`src/design/ppp_pkg.sv`:
```
// ----------------------------------------------------------------------------
// ppp_pkg
// shared constants, types and helpers of the perspective point projector
// ----------------------------------------------------------------------------
package ppp_pkg;

    localparam int FRAC_BITS_DEF = 16;
    localparam int MATRIX_WORDS  = 16;
    localparam int CFG_IDX_W     = 1;
    localparam int CFG_DATA_W    = 14;

    localparam logic [CFG_IDX_W-1:0]  CFG_SCREEN_WIDTH  = 1'b0;
    localparam logic [CFG_IDX_W-1:0]  CFG_SCREEN_HEIGHT = 1'b1;
    localparam logic [CFG_DATA_W-1:0] WIDTH_RESET       = 14'd1920;
    localparam logic [CFG_DATA_W-1:0] HEIGHT_RESET      = 14'd1080;

    localparam logic MODE_LOAD    = 1'b0;
    localparam logic MODE_PROJECT = 1'b1;

    typedef struct packed {
        logic valid;
        logic visible;
    } t_ctl;

    function automatic logic signed [31:0] sat32(input logic signed [63:0] v);
        logic signed [31:0] r;
        if (v > 64'sd2147483647) begin
            r = 32'sh7fffffff;
        end else if (v < -64'sd2147483648) begin
            r = 32'sh80000000;
        end else begin
            r = v[31:0];
        end
        return r;
    endfunction

endpackage

```
`src/design/ppp_div.sv`:
```
// ----------------------------------------------------------------------------
// ppp_div
// pipelined restoring divider, one quotient bit per stage, with overflow flag
// ----------------------------------------------------------------------------
module ppp_div #(
    parameter int FRAC_BITS = 16
) (
    input  logic        i_clk,
    input  logic        i_en,
    input  logic        i_neg,
    input  logic [31:0] i_mag,
    input  logic [30:0] i_w,
    output logic        o_neg,
    output logic        o_ovf,
    output logic [32:0] o_q
);
    import ppp_pkg::*;

    localparam int DW    = 32 + FRAC_BITS;
    localparam int STEPS = 33;

    logic [DW-1:0] n_dvd;
    logic [31:0]   n_hi;

    logic          r_neg [STEPS+1];
    logic          r_ovf [STEPS+1];
    logic [30:0]   r_w   [STEPS+1];
    logic [32:0]   r_d   [STEPS+1];
    logic [31:0]   r_rem [STEPS+1];
    logic [32:0]   r_q   [STEPS+1];

    always_comb begin
        n_dvd = {i_mag, {FRAC_BITS{1'b0}}};
        n_hi  = 32'(n_dvd >> 33);
    end

    always_ff @(posedge i_clk) begin
        if (i_en) begin
            r_neg[0] <= i_neg;
            r_ovf[0] <= n_hi >= {1'b0, i_w};
            r_w[0]   <= i_w;
            r_d[0]   <= n_dvd[32:0];
            r_rem[0] <= n_hi;
            r_q[0]   <= '0;
        end
    end

    for (genvar k = 0; k < STEPS; k++) begin : g_step
        logic [31:0] n_t;
        logic        n_ge;
        always_comb begin
            n_t  = {r_rem[k][30:0], r_d[k][STEPS-1-k]};
            n_ge = n_t >= {1'b0, r_w[k]};
        end
        always_ff @(posedge i_clk) begin
            if (i_en) begin
                r_neg[k+1] <= r_neg[k];
                r_ovf[k+1] <= r_ovf[k];
                r_w[k+1]   <= r_w[k];
                r_d[k+1]   <= r_d[k];
                r_rem[k+1] <= n_ge ? n_t - {1'b0, r_w[k]} : n_t;
                r_q[k+1]   <= {r_q[k][31:0], n_ge};
            end
        end
    end

    assign o_neg = r_neg[STEPS];
    assign o_ovf = r_ovf[STEPS];
    assign o_q   = r_q[STEPS];

endmodule

```
`config.mk`:
```
export PLATFORM = sky130hd
export DESIGN_NAME = ppp_div
export DESIGN_NICKNAME = d
export VERILOG_FILES = /design/src/design/ppp_pkg.sv /design/src/design/ppp_div.sv
export SDC_FILE = /design/constraint.sdc
export NUM_CORES = 2
export LEC_CHECK = 0
export BUFFER_PORTS_ARGS = -buffer_cell sky130_fd_sc_hd__buf_4
export CAP_MARGIN = 20
export CORE_ASPECT_RATIO = 1.4
export CORE_MARGIN = 8
export CORE_UTILIZATION = 40
export DETAILED_ROUTE_END_ITERATION = 7
export PLACE_DENSITY = 0.58
export RECOVER_POWER = 25
export SETUP_SLACK_MARGIN = 0.1
export SYNTH_ARGS = -nofsm -noshare
export SYNTH_HDL_FRONTEND = slang
export SYNTH_MEMORY_MAX_BITS = 65536
export SYNTH_SLANG_ARGS = --single-unit
```
`constraint.sdc`:
```
create_clock -name i_clk -period 4.7 [get_ports i_clk]
set_input_delay 0.94 -clock i_clk [delete_from_list [all_inputs] [get_ports i_clk]]
set_output_delay 0.94 -clock i_clk [all_outputs]
set_load 0.05 [all_outputs]
```
Word-level counts from Yosys, hierarchy flattened
Memory sizes are Yosys's and may differ from the RTL's.
Cells that the tools add are included.
{"block": "totals", "wordCells": 108, "register_bits": 0, "memories": 6, "ram_bits": 4454, "in_bits": 66}
{"memory": "r_d", "words": 34, "width": 33, "read_ports": 33, "rd_clocked_by_memory_dff": 0, "wr": 34, "line": "ppp_div.sv:28", "source": "logic [32:0] r_d [STEPS+1];"}
{"memory": "r_q", "words": 34, "width": 33, "read_ports": 34, "rd_clocked_by_memory_dff": 0, "wr": 34, "line": "ppp_div.sv:30", "source": "logic [32:0] r_q [STEPS+1];"}
{"memory": "r_rem", "words": 34, "width": 32, "read_ports": 33, "rd_clocked_by_memory_dff": 0, "wr": 34, "line": "ppp_div.sv:29", "source": "logic [31:0] r_rem [STEPS+1];"}
{"memory": "r_w", "words": 34, "width": 31, "read_ports": 33, "rd_clocked_by_memory_dff": 0, "wr": 34, "line": "ppp_div.sv:27", "source": "logic [30:0] r_w [STEPS+1];"}
{"memory": "r_neg", "words": 34, "width": 1, "read_ports": 34, "rd_clocked_by_memory_dff": 0, "wr": 34, "line": "ppp_div.sv:25", "source": "logic r_neg [STEPS+1];"}
{"memory": "r_ovf", "words": 34, "width": 1, "read_ports": 34, "rd_clocked_by_memory_dff": 0, "wr": 34, "line": "ppp_div.sv:26", "source": "logic r_ovf [STEPS+1];"}
{"block": "op_classes", "order_cmp": 34, "mux": 35, "n_addsub": 33}
{"cell": "$ge A32 B31 Y1", "count": 33}
{"cell": "$mux W32", "count": 33}
{"cell": "$sub A32 B31 Y32", "count": 33}
{"cell": "$ge A15 B31 Y1", "count": 1}
{"cell": "$mux W1", "count": 2}

Logic depth before layout (Yosys ltp)
An unclocked memory read counts as a cell.
{"block": "logic_depth", "word_depth": 3, "mapped_depth": 16}

Worst setup path after synthesis
Ideal clock, no wire load.
{"block": "synth_path", "kind": "register to register", "startpoint": "memory r_d[0][32]", "endpoint": "memory r_rem[1][10], data pin", "setup_slack_ns": 1.063, "t_arrival_ns": 3.377, "synth_period_minus_slack_ns": 3.637, "path_stages_with_launch": 16, "path_cell_list": "edfxtp_1 inv_1 ha_1 inv_1 fa_1 a21o_1 a21oi_1 o21bai_1 a21oi_1 o21bai_1 a311oi_1 nor2_1 o21a_1 o311ai_2 buf_2 mux2_2"}
{"element": "start: declaration", "line": "ppp_div.sv:28"}
{"element": "end: declaration", "line": "ppp_div.sv:29"}

==> run summary <==
Max-cap violations: 0
Worst endpoint required time: 5.34 ns
Met1 Use GR: 13.9%
Core area: 369000 µm²
Worst Setup Start Kind: flip-flop
Total CTS buffers: 302
# clock sinks: 2812
Clock skew: 0.0753 ns
Hpwl dp: 275 mm
Share of cells above drive strength 1: 8.86%
Ys Warns: 0
Io pins: 101
Sequential area share after synthesis: 56.9%
Port Buffer Count: 100
Setup TNS: 0 ns
Status: completed
Initial Util: 40.2%
Max-slew violation count: 0
Layout Cells excl Fill: 18200
Top Usage Layer GRT: met2
Most frequent cell after synthesis: edfxtp_1
Largest area contributor in the netlist: edfxtp_1
Largest net degree at the start of global routing: 161
Final WL: 356 mm
Cell Rows: 264
Peak VDD IR: 0.401 mV
Cell count after placement: 17600
Drt pass-1 iters: 6
Syn Std Cell Area: 148000 µm²
Crit. End Element: flip-flop
DRT iter0 DRCs: 4883
Initial antenna violation count: 16
Post-synthesis net count: 13700
Root Buffer: clkbuf_16
Layout area overhead: 12.2%
Met2 Usage GRT: 37.6%
Total number of vias: 95900
Antenna-violating nets left: 0
# hold bufs at CTS: 0
Static leakage: 66.7 nW
Hold_ws: 0.210 ns
Dominant synthesized flop cell: edfxtp_1
Gpl congestion: 0.927
Reg clk slew, reported paths: 0.06 ns
Slew headroom: 25.5%
Clock latency on the worst-skew pair: 0.94 ns
FILL cells: 34100
Hold Path Class: in2reg
Cells on worst reg2reg path: 15
CTS Buffer Depth: 4
Kind of critical path: reg2reg
# DRC: 0
Worst Hold Depth: 1
Die H: 737 µm
CTS resizes: 0
WL/cell: 19.6 µm
Via density: 5.27
Post-Syn Area per Cell: 11.8 µm²
Vias in the first global route: 100000
Post-synth EDFFs: 2812
Post-synth top area share: 56.9%
Crit path time final: 4.27 ns
Total congestion overflow: 0
Critical-path maximum fanout: 34
CP arrival: 4.91 ns
Power density over the cells: 676 nW/µm²
Share of synthesized flip-flops with an asynchronous set or reset: 0%
H-tree Lvls: 5
Die extent in x: 531 µm
RSZ-0062 raised after global routing: false
Post-CTS setup repair buffer count: 0
GRT Total Usage: 17.7%
Worst Tran Pin Value: 1.12 ns
Post-synthesis cell type count: 99
Fmax: 234 MHz
Post-layout nets: 14100
#FFs+latches synth: 2812
Final setup viols: 0
Final hold vios: 0
Mapped Cells: 12600
First-pass GRT wire length: 542 mm
Met3 global-route usage: 2.14%
Post-synth top cells: edfxtp_1, inv_1, ha_1
Die area: 391000 µm²
Top cells by area, synth: edfxtp_1, ha_1, a21oi_1
TritonCTS clock tree: yes
Post-route clock period utilization: 90.9%
==> kinds of logic (layout without fill, tap and decap cells) <==
kind of cell    Yosys count  in the layout  share of synthesized area (%)
xor+xnor                796            796                           4.70
flops                  2812           2812                           56.9
mux                     332            332                           2.51
other cells               0             65                              0
simple gates           2704           2704                           8.65
compound gates         3380           3380                           14.3
buf+inv                1547           2144                           3.93
fa+ha+maj              1054           1054                           9.05
==> cell type report <==
type | count | area [µm²] | area share, %
antenna | 65 | 163 | 0.0977
clock buffer | 371 | 7840 | 4.71
clock inverter | 171 | 1750 | 1.05
inverter | 1265 | 4750 | 2.85
multi-input combinational | 8266 | 58200 | 35.0
sequential | 2812 | 84400 | 50.7
tap | 4921 | 6160 | 3.70
timing repair buffer | 337 | 3100 | 1.87
==> registers in the layout (all words and copies together) (netlist names) <==
register / count
r_w: 1023
r_rem: 1007
r_q: 561
r_d: 153
r_neg: 34
r_ovf: 34
==> report_power, final <==
group,internal [mW],total (mW),switching (mW)
Clock,13.3,23.5,10.2
Combinational,21.2,49.8,28.5
Sequential,36.1,39.3,3.23
==> path summary, 6_finish.rpt <==
| check | from | end | slack (ns) |
|---|---|---|---|
| worst min-delay path | i_w[8] | r_w[0][8]$_DFFE_PP_ | 0.21 |
| worst max register to register | r_d[3][29]$_DFFE_PP_ | r_rem[4][29]$_DFFE_PP_ | 0.43 |
| worst max-delay path | r_d[3][29]$_DFFE_PP_ | r_rem[4][29]$_DFFE_PP_ | 0.43 |
| worst min register to register | r_neg[11]$_DFFE_PP_ | r_neg[12]$_DFFE_PP_ | 0.37 |
==> routing by layer <==
metal	vias up	part of all wire, %
met5	-	0
li1	47200	-
met4	0	8.9
met2	1642	59
met3	990	2.7
met1	46000	30
==> worst max-delay path, cell delays in order, from the launching register on <==
cell and delay [ns]:
edfxtp_1 0.36, inv_1 0.09, ha_1 0.19, fa_1 0.24, nor2b_1 0.07, o21a_1 0.19, o21ai_0 0.42, a211oi_1 0.14
buf_4 0.19, nor3_1 0.34, o21a_1 0.34, a311o_1 0.22, and2_2 0.61, buf_4 0.31, inv_1 0.07, a31o_2 0.19
==> layout by cell type, fill, tap and decap left out, types with 225 or more instances in the layout <==
cell       instances
xor2_1           344
a21oi_1         1011
clkbuf_16        303
edfxtp_1        2812
mux2_2           313
inv_1           1264
ha_1            1022
buf_4            225
a21o_1           505
o21ai_0          815
nor2_1           757
nand2_1          823
xnor2_1          452
==> per-stage QoR <==
stage	utilization (%)	area, µm²	total power [mW]	worst slack, ns
6_report	45.1	166000	113	0.428
5_1_grt	45.1	166000	120	0.159
4_1_cts	45.0	166000	114	0.400
3_5_place_dp	42.4	157000	89.6	0.401
3_3_place_gp	42.4	157000	89.2	0.431
2_1_floorplan	-	148000	74.6	1.06
(Power assumes the default switching activity.)
